<file path="config.mk">
export PLATFORM = sky130hd
export DESIGN_NAME = ptw_addsub
export DESIGN_NICKNAME = d
export VERILOG_FILES = /design/src/hw/rtl/ptw_pkg.sv /design/src/hw/rtl/ptw_addsub.sv
export SDC_FILE = /design/constraint.sdc
export NUM_CORES = 1
export LEC_CHECK = 0
export BUFFER_PORTS_ARGS = -buffer_cell sky130_fd_sc_hd__buf_2
export CAP_MARGIN = 5
export CELL_PAD_IN_SITES_DETAIL_PLACEMENT = 1
export CELL_PAD_IN_SITES_GLOBAL_PLACEMENT = 2
export CORE_MARGIN = 2
export CORE_UTILIZATION = 26
export DETAILED_ROUTE_END_ITERATION = 8
export GPL_ROUTABILITY_DRIVEN = 1
export GPL_TIMING_DRIVEN = 0
export PLACE_DENSITY_LB_ADDON = 0.1
export SYNTH_ARGS = -nofsm -noshare
export SYNTH_HDL_FRONTEND = slang
export SYNTH_SLANG_ARGS = --single-unit
export TNS_END_PERCENT = 20
</file>
<file path="constraint.sdc">
create_clock -name vclk -period 9.15
set_input_delay 2.2875 -clock vclk [all_inputs]
set_output_delay 2.2875 -clock vclk [all_outputs]
set_load 0.005 [all_outputs]
</file>
<file path="src/hw/rtl/ptw_pkg.sv">
// shared types, constants and helpers for the page table walker
package ptw_pkg;

  // entry layout kept in the table store: frame bits 51:12, flags 2:0
  localparam int ENTRY_W     = 52;
  localparam int FRAME_NUM_W = 40;
  localparam int VPN_W       = 36;
  localparam int VA_W        = 48;
  localparam int IDX_W       = 9;
  localparam int PAGE_SHIFT  = 12;
  localparam int LEVELS      = 4;

  localparam int TABLE_FRAMES_DEF = 64;

  localparam int BIT_PRESENT = 0;
  localparam int BIT_WRITE   = 1;
  localparam int BIT_USER    = 2;

  // request codes
  localparam logic REQ_MAP   = 1'b0;
  localparam logic REQ_UNMAP = 1'b1;

  // result status codes
  typedef logic [1:0] status_t;
  localparam status_t STATUS_DONE     = 2'd0;
  localparam status_t STATUS_NO_FRAME = 2'd1;
  localparam status_t STATUS_NO_TABLE = 2'd2;

  typedef logic [ENTRY_W-1:0] entry_t;

  // 9-bit table index for a walk level, root level first
  function automatic logic [IDX_W-1:0] level_index(logic [VPN_W-1:0] vpn, logic [1:0] lvl);
    logic [IDX_W-1:0] idx;
    case (lvl)
      2'd0:    idx = vpn[35:27];
      2'd1:    idx = vpn[26:18];
      2'd2:    idx = vpn[17:9];
      default: idx = vpn[8:0];
    endcase
    return idx;
  endfunction

endpackage

</file>
<file path="src/hw/rtl/ptw_addsub.sv">
// shared 40-bit frame adder: relocates links in and out of the store
module ptw_addsub (
  input  logic [ptw_pkg::FRAME_NUM_W-1:0] a,
  input  logic [ptw_pkg::FRAME_NUM_W-1:0] b,
  input  logic                            sub,
  output logic [ptw_pkg::FRAME_NUM_W-1:0] sum
);
  import ptw_pkg::*;

  // wraps modulo 2^40 either way
  always_comb begin
    if (sub) begin
      sum = a - b;
    end else begin
      sum = a + b;
    end
  end

endmodule

</file>
Yosys cells after proc, flatten, opt, wreduce, memory -nomap -nowiden
Index checks and enable logic that the tools add are counted.
{"block": "word_totals", "regBits": 0, "latchBits": 0, "mem_bits_rw": 0, "rom_bits": 0, "in_bits": 81, "out_inout_bits": 40, "elab_cells": 3, "n_memories": 0}
{"block": "classes", "add_sub_neg": 2, "mul": 0, "n_div": 0, "order_cmp": 0, "eq_ne": 0, "shift": 0, "mux": 1, "bitwise_logic": 0, "reduce_logical": 0}
{"cell": "adder 40 bit", "n": 1}
{"cell": "2-to-1 mux 40 bit", "n": 1}
{"cell": "subtractor 40 bit", "n": 1}

Logic depth before layout (Yosys ltp)
Gate-level depths: netlist of the first run.
{"block": "logic_depth", "ltp_word": 2, "ltp_mapped": 18, "depth_no_buf": 17}

Worst setup path after synthesis of the first run
OpenSTA, ideal clock, no wires.
{"block": "synth_path", "path_kind": "in2out", "startpoint": "input b[13] (netlist name)", "endpoint": "output sum[37] (netlist name)", "arrival_ns": 6.021, "required_time_ns": 6.863, "path_slack_ns": 0.842, "stages": 16, "n_path_buf": 1, "cell_sequence": "or4_1 -> or3_1 -> nor4_1 -> nand2b_1 -> nor4_1 -> a21oi_1 -> xnor2_1 -> ha_1 -> clkbuf_1 -> a21o_1 -> a221o_1 -> a21o_1 -> nor3_1 -> o221ai_1 -> a41oi_1 -> xnor2_1"}
{"block": "synth_between", "elab_chain_cells": 2, "word_cells_on_any_way": 3, "classes_between": "add/sub: 2; mux: 1"}
{"item": "start: declaration", "line": "ptw_addsub.sv:4", "text": "input logic [ptw_pkg::FRAME_NUM_W-1:0] b,"}
{"item": "adder 40 bit or subtractor 40 bit (tied branches)", "line": "ptw_addsub.sv:15, ptw_addsub.sv:13"}
{"item": "2-to-1 mux 40 bit *", "line": "ptw_addsub.sv:12", "text": "if (sub) begin"}
{"item": "end: declaration", "line": "ptw_addsub.sv:6", "text": "output logic [ptw_pkg::FRAME_NUM_W-1:0] sum"}
Every way passes the cells marked *; elsewhere a longest branch is shown, timed or not.

Worst setup path after layout of the first run
{"block": "layout_path", "startpoint": "input b[6] (netlist name)", "endpoint": "output sum[38] (netlist name)"}
The elaborated chain is that of the path after synthesis.

==> results.sh, run 1 <==
export IMPL_io_pins=121
export IMPL_synthSimpleGateAreaFrac_pct=25.61
export IMPL_period_needed_ns=8.900
export IMPL_muxShareOfSynthArea_pct=0.3283
export IMPL_synth_area_mm2=0.003049
export IMPL_dp_hpwl_um=10420
export IMPL_grt_pass1_vias=3838
export IMPL_wl_per_cell_um=16.54
export IMPL_met2_length_um=5756
export IMPL_place_ws_ns=-0.5566
export IMPL_grt_pass1_wl_um=19190
export IMPL_hp_start="b[0]"
export IMPL_fin_tns_setup_ns=0
export IMPL_io_buffers=121
export IMPL_die_h_um=112.3
export IMPL_synth_compound_area_share_pct=29.63
export IMPL_cp_slowest_stage_delay_ns=0.53
export IMPL_setup_violations=0
export IMPL_status="complete, no violations"
export IMPL_nClkBuffers=0
export IMPL_grt_overflow=0
export IMPL_p_leak_nw=1.837
export IMPL_first_pass_iters=4
export IMPL_ys_types=54
export IMPL_fin_hold_ws_ns=4.939
export IMPL_initial_core_util_pct=26.70
export IMPL_cp_max_fo=8
export IMPL_via_count=3721
export IMPL_final_common_cell="buf_2"
export IMPL_fin_crit_sh_pct=97.27
export IMPL_grt_max_degree=11
export IMPL_post_route_drc_count=0
export IMPL_final_cell_area_mm2=0.003966
export IMPL_die_area_mm2=0.01261
export IMPL_avgViaCountPerCell=5.118
export IMPL_fmax_mhz=112.4
export IMPL_synthCells=461
export IMPL_path_class="input pin to output port"
export IMPL_synth_top_family_by_area="compound AO/OA/AOI/OAI gates"
export IMPL_cp_num_buf_inv=4
export IMPL_design_seq_count=0
export IMPL_worst_pin_slew_ns=0.7682
export IMPL_rsz0062_at_grt="yes"
export IMPL_crit_path_start="b[6]"
export IMPL_syn_nets=583
export IMPL_drive_above_1_share_pct=25.73
export IMPL_syn_area_per_cell_um2=6.614
export IMPL_hold_buffers=0
export IMPL_regArea_um2=0
export IMPL_nets=707
export IMPL_ant_nets=0
export IMPL_seq_area_frac_synth_pct=0
export IMPL_wl_met3_um=504
export IMPL_core_area_mm2=0.01142
export IMPL_cp_arrival_ns=6.61
export IMPL_drt_iter0_markers=168
export IMPL_power_total_mw=0.3842
export IMPL_final_cell_mix="buf_2, a21oi_1, xnor2_1"
export IMPL_slew_violations=0
export IMPL_gp_congestion=0.8422
export IMPL_hold_violations=0
export IMPL_multi_input_area_mm2=0.003002
export IMPL_ir_drop_mv=0.03621
export IMPL_startpoint_type="input pin"
export IMPL_finish_utilization_pct=34.74
export IMPL_drv_cap=0
export IMPL_die_w_um=112.3
export IMPL_timing_final_ws_setup_ns=0.2502
export IMPL_area_growth_syn_to_layout_pct=30.08
export IMPL_placed_cells=725
export IMPL_final_cells=727
export IMPL_synth_fa_ha_area_share_pct=17.07
export IMPL_grt_util_all_layers_pct=18.14
export IMPL_fp_row_count=39
export IMPL_routed_wl_um=12030
export IMPL_slew_headroom_pct=48.11
export IMPL_cp_top_family="simple AND/OR/NAND/NOR gates"
export IMPL_synthXorXnorAreaFrac_pct=22.08
export IMPL_hp_class="input pin to output port"
export IMPL_wl_met1_um=5767
export IMPL_endpoint_kind="output port"
export IMPL_top_layer_used="met3"
export IMPL_cp_required_ns=6.86
export IMPL_cpMaxStageDelayCell="or4_4"
export IMPL_placed_area_mm2=0.003834
export IMPL_fillers=1528
export IMPL_crit_chain="buf_2, or4_4, or3_4, nor3b_4, and4_1, buf_4, a21oi_1, xnor2_1, ha_1, clkbuf_1, nand2_1, nor3_1, nand3_1, a31o_2, and3_1, o31ai_1, a21oi_1, xnor2_1, buf_2"
export IMPL_grt_antenna_before_repair=2
export IMPL_ys_warnings_count=0
export IMPL_cellPowerDensity_mw_per_mm2=96.87
final cells by class:
class                      count  area share, %
antenna                        1        0.06309
inverter                      23          2.177
buffer                        17          1.735
timing repair buffer         124          15.84
tap                          143          4.511
multi-input combinational    419          75.68
worst paths after layout:
check	depth (start not counted)	to	slack, ns
setup / recovery	19	sum[38]	0.25
hold / removal	4	sum[0]	4.94
kinds of logic (layout without fill, tap and decap cells):
group / Yosys count / in the layout
xor+xnor: 76 / 76
buf+inv: 42 / 164
compound gates: 148 / 148
simple gates: 153 / 153
fa+ha+maj: 41 / 41
mux: 1 / 1
other cells: 0 / 1
routing by layer:
metal  vias up  global-route usage (%)
met5         -                       0
met4         0                  0.4878
met2        72                   32.21
met3         0                   1.350
met1      1731                   25.47
li1       1918                       -
Yosys cell counts, drive strengths merged (2+ instances only):
cell type	n	area share, %
o21ai	26	4.3
nand3	7	1.1
a31oi	7	1.4
nor4	5	1.0
clkbuf	15	1.8
inv	23	2.8
and2b	3	0.78
xor2	15	4.3
o21bai	5	1.2
xnor2	61	18
and4	3	0.86
nor3b	3	1.1
nand4	8	1.6
a31o	3	0.86
or4	2	0.62
nand2	32	3.9
o211ai	2	0.49
or3	4	0.98
a21o	18	4.4
a211oi	4	0.98
and3	7	1.4
nand2b	8	1.6
nor2b	6	1.2
nor3	20	3.4
ha	40	16
a41oi	3	0.86
a21oi	65	11
o21a	2	0.49
nor2	43	5.3
o31ai	2	0.49
buf	4	0.62
power by group:
group          switching (mW)  leakage (nW)  internal (mW)
sequential                  0             0              0
combinational           0.215          1.84          0.169
clock                       0    0.00000634   0.0000000146
timing repair:
item	in CTS	in global routing
pin swaps	0	5
endpoints found under the setup margin	8	8
setup buffers	0	3
gates resized for setup	7	18
No activity file was read; power rests on OpenSTA's default activity.
==> inputs of run 2 (changes only) <==
- CORE_ASPECT_RATIO: unset -> 2
- clock period: 9.15 -> 9.3 ns (I/O delays scaled with it)
==> run 2 against run 1 <==
Compared with the run above:
- flip-flop and latch count stayed put
- first-iteration DRC count shrank 45%
- hold slack gained 0.073 ns
- routed wire length decreased by 8.0%
- non-clock buffer count shrank 4
- critical endpoint is now sum[37]
- critical path depth unchanged
==> results.sh, run 2 (same netlist as run 1, synthesis figures left out) <==
export IMPL_routed_wl_um=11060
export IMPL_worst_pin_slew_ns=0.6652
export IMPL_first_pass_iters=4
export IMPL_path_class="input pin to output port"
export IMPL_crit_chain="buf_2, or4_1, or3_1, nor4_2, nand2b_1, nor4_2, nor2_1, xnor2_1, ha_1, and3_1, clkbuf_1, and4_1, nand3_1, a311oi_2, nor3_2, o221ai_2, a41oi_1, xnor2_1, buf_2"
export IMPL_endpoint_kind="output port"
export IMPL_place_ws_ns=-0.2215
export IMPL_hp_class="input pin to output port"
export IMPL_cts_setup_buffers=0
export IMPL_gp_congestion=0.7888
export IMPL_fmax_mhz=111.2
export IMPL_grt_max_degree=11
export IMPL_via_count=3613
export IMPL_grt_antenna_before_repair=0
export IMPL_grt_pass1_wl_um=17710
export IMPL_final_cell_mix="buf_2, a21oi_1, xnor2_1"
export IMPL_crit_path_end="sum[37]"
export IMPL_drive_above_1_share_pct=23.83
export IMPL_post_route_drc_count=0
export IMPL_cp_required_ns=6.98
export IMPL_final_cell_area_mm2=0.003861
export IMPL_n_antenna_cell=0
export IMPL_io_pins=121
export IMPL_fp_row_count=56
export IMPL_design_seq_count=0
export IMPL_core_area_mm2=0.01156
export IMPL_hold_violations=0
export IMPL_slew_headroom_pct=55.07
export IMPL_cpMaxStageDelayCell="or4_1"
export IMPL_cp_slowest_stage_delay_ns=0.58
export IMPL_grt_overflow=0
export IMPL_area_growth_syn_to_layout_pct=26.63
export IMPL_nClkBuffers=0
export IMPL_cp_arrival_ns=6.67
export IMPL_nets=703
export IMPL_finish_utilization_pct=33.40
export IMPL_die_h_um=157.2
export IMPL_cp_max_fo=6
export IMPL_grt_pass1_vias=3637
export IMPL_timing_final_ws_setup_ns=0.3089
export IMPL_crit_path_start="b[11]"
export IMPL_period_needed_ns=8.991
export IMPL_fin_tns_setup_ns=0
export IMPL_rsz0062_at_grt="no"
export IMPL_ir_drop_mv=0.03417
export IMPL_final_common_cell="buf_2"
export IMPL_initial_core_util_pct=26.37
export IMPL_die_area_mm2=0.01266
export IMPL_drt_iter0_markers=93
export IMPL_io_buffers=121
export IMPL_setup_violations=0
export IMPL_cp_num_buf_inv=3
export IMPL_avgViaCountPerCell=4.990
export IMPL_drv_cap=0
export IMPL_placed_area_mm2=0.003836
export IMPL_hold_buffers=0
export IMPL_grt_util_all_layers_pct=17.23
export IMPL_startpoint_type="input pin"
export IMPL_cellPowerDensity_mw_per_mm2=95.14
export IMPL_regArea_um2=0
export IMPL_die_w_um=80.58
export IMPL_status="complete, no violations"
export IMPL_cp_top_family="simple AND/OR/NAND/NOR gates"
export IMPL_dp_hpwl_um=9867
export IMPL_fin_crit_sh_pct=96.68
export IMPL_wl_per_cell_um=15.28
export IMPL_p_leak_nw=1.795
export IMPL_slew_violations=0
export IMPL_ant_nets=0
export IMPL_worstSetupPathDepth=19
## run 2: cell types whose count changed in the layout (fill, tap and decap cells not counted), sizes merged
cell	change
buf	-3
clkbuf	-1
diode	-1
## run 2: cell type report
| class | count | area [um^2] |
|---|---|---|
| repair buffers | 121 | 605.6 |
| well taps | 145 | 181.4 |
| inverters | 23 | 86.33 |
| multi-input cells | 419 | 2924 |
| plain buffers | 16 | 63.81 |
| fillers | 1556 | 7700 |
## run 2: worst min-delay path by stage
stage / endpoint / depth (start not counted) / slack, ns / start
2_1_floorplan: sum[0] / 2 / 4.78 / b[0]
5_1_grt: sum[0] / 4 / 5.06 / b[0]
3_3_place_gp: sum[0] / 4 / 5.01 / b[0]
3_5_place_dp: sum[0] / 4 / 5.03 / b[0]
6_report: sum[0] / 4 / 5.01 / b[0]
4_1_cts: sum[0] / 4 / 5.02 / b[0]
## run 2: power by group
part           internal (mW)  total (mW)  switching [mW]  leakage, nW
combinational          0.164       0.367           0.203         1.80
clock                      0           0               0            0
sequential                 0           0               0            0
## run 2: stage by stage
stage,std cells,hold slack [ns],power [mW]
6_report,724,5.012,0.3673
3_3_place_gp,727,5.008,0.3669
2_1_floorplan,461,4.781,0.2322
5_1_grt,724,5.063,0.4140
3_5_place_dp,727,5.026,0.3687
4_1_cts,727,5.021,0.3718
## run 2: routing by layer
metal  part of all wire [%]  up-vias  wire length, um  track usage, %
met2                     48       67             5310           29.92
met5                      0        -                0               0
li1                       -     1910                -               -
met4                      0        0                0               0
met1                     49     1636             5458           25.26
met3                    2.6        0              290          0.1720
## run 2: repair_timing
| item | CTS | global route |
|---|---|---|
| endpoints found under the setup margin | 3 | 7 |
| resized for setup | 3 | 4 |
| pin swaps | 0 | 0 |
| cloned | 0 | 0 |
==> inputs of run 3 (changes only) <==
- BUFFER_PORTS_ARGS: -buffer_cell sky130_fd_sc_hd__buf_2 -> unset
- CORE_UTILIZATION: 26 -> 35
- DONT_BUFFER_PORTS: unset -> 1
==> run 3 against run 2 <==
Compared with the run above:
- hold slack lost 0.22 ns
- utilization grew 4.2 points
- fmax increased by 0.47%
- power fell by 18%
- largest cell class unchanged
- non-clock buffer count shrank 118
- die area down 25%
- setup slack better by 0.042 ns
- via count is 7.2% lower
- final cell count is 23% lower
- highest routed layer is now met4
- critical path type unchanged
- first-iteration DRC count is 35% lower
- critical endpoint is now sum[36]
==> results.sh, run 3 (same netlist as run 1, synthesis figures left out) <==
export IMPL_status="complete, no violations"
export IMPL_period_needed_ns=8.949
export IMPL_met1_usage_pct=20.45
export IMPL_nets=585
export IMPL_cts_setup_buffers=0
export IMPL_die_h_um=136
export IMPL_fin_hold_ws_ns=4.792
export IMPL_cp_required_ns=6.98
export IMPL_cellPowerDensity_mw_per_mm2=93.88
export IMPL_cp_num_buf_inv=1
export IMPL_routed_wl_um=11650
export IMPL_p_leak_nw=1.315
export IMPL_die_w_um=70
export IMPL_crit_path_start="b[6]"
export IMPL_io_pins=121
export IMPL_drive_above_1_share_pct=3.905
export IMPL_initial_core_util_pct=35.75
export IMPL_fin_crit_sh_pct=96.23
export IMPL_place_ws_ns=-0.1753
export IMPL_slew_violations=0
export IMPL_gp_congestion=0.8595
export IMPL_drv_cap=0
export IMPL_avgViaCountPerCell=5.977
export IMPL_endpoint_kind="output port"
export IMPL_path_class="input pin to output port"
export IMPL_slew_headroom_pct=39.58
export IMPL_post_route_drc_count=0
export IMPL_final_cell_mix="a21oi_1, xnor2_1, nor2_1"
export IMPL_ir_drop_mv=0.03379
export IMPL_startpoint_type="input pin"
export IMPL_wl_per_cell_um=20.77
export IMPL_grt_max_degree=11
export IMPL_final_cell_area_mm2=0.003209
export IMPL_ant_nets=0
export IMPL_fp_row_count=48
export IMPL_timing_final_ws_setup_ns=0.3506
export IMPL_die_area_mm2=0.009520
export IMPL_nClkBuffers=0
export IMPL_worst_pin_slew_ns=0.8949
export IMPL_gr_usage_met2_pct=51.06
export IMPL_worstSetupPathDepth=16
export IMPL_hold_violations=0
export IMPL_regArea_um2=0
export IMPL_io_buffers=0
export IMPL_placed_area_mm2=0.003174
export IMPL_grt_util_all_layers_pct=23.49
export IMPL_grt_pass1_wl_um=18020
export IMPL_n_antenna_cell=0
export IMPL_setup_violations=0
export IMPL_final_common_cell="a21oi_1"
export IMPL_cp_top_family="simple AND/OR/NAND/NOR gates"
export IMPL_dp_hpwl_um=10350
export IMPL_grt_antenna_before_repair=0
export IMPL_cp_arrival_ns=6.62
export IMPL_grt_pass1_vias=3610
export IMPL_via_count=3353
export IMPL_design_seq_count=0
export IMPL_finish_utilization_pct=37.63
export IMPL_rsz0062_at_grt="no"
export IMPL_fin_tns_setup_ns=0
export IMPL_crit_path_end="sum[36]"
export IMPL_use_met3_pct=4.374
export IMPL_fmax_mhz=111.7
export IMPL_cp_slowest_stage_delay_ns=0.54
export IMPL_first_pass_iters=4
export IMPL_hp_class="input pin to output port"
export IMPL_cpMaxStageDelayCell="or4_4"
export IMPL_cp_max_fo=8
export IMPL_crit_chain="or4_4, or3_4, nor3_2, and4_1, a21oi_1, xnor2_1, ha_1, clkbuf_1, nand2_1, nor3_2, nand3_1, a31o_2, and3_1, nor3_1, nor3_1, xnor2_1"
export IMPL_drt_iter0_markers=60
export IMPL_grt_overflow=0
export IMPL_grt_busiest_layer="met2"
export IMPL_core_area_mm2=0.008528
export IMPL_area_growth_syn_to_layout_pct=5.252
[run 3: worst min path at each step]
stage | from | to | slack, ns | cells after the start
after floorplan | b[0] | sum[0] | 4.78 | 2
after global placement | b[0] | sum[0] | 4.79 | 2
after detailed placement | b[0] | sum[0] | 4.80 | 2
after CTS | b[0] | sum[0] | 4.79 | 2
after global routing | b[0] | sum[0] | 4.81 | 2
final | b[0] | sum[0] | 4.79 | 2
[run 3: metrics by stage]
stage          std cells  total power [mW]
6_report             561            0.3013
5_1_grt              561            0.3355
4_1_cts              561            0.3034
3_5_place_dp         561            0.2999
3_3_place_gp         561            0.2972
2_1_floorplan        461            0.2322
[run 3: area by class of cell]
class              instances  area, um^2
inverters                 23       86.33
fillers                 1175        5319
plain buffers             19       75.07
well taps                100       125.1
multi-input cells        419        2923
[run 3: what timing repair did]
item	4_1_cts	5_1_grt
gates resized for setup	2	4
pin swaps	0	1
hold buffers	0	0
setup endpoints to repair	2	4
[run 3: power by group]
group	internal [mW]	switching, mW
Clock	0	0
Combinational	0.116	0.185
Sequential	0	0
[run 3: routing by layer]
layer,wire length (um),up-vias
met1,3640,1562
met5,0,-
li1,-,1667
met2,6900,100
met3,645,24
met4,464,0
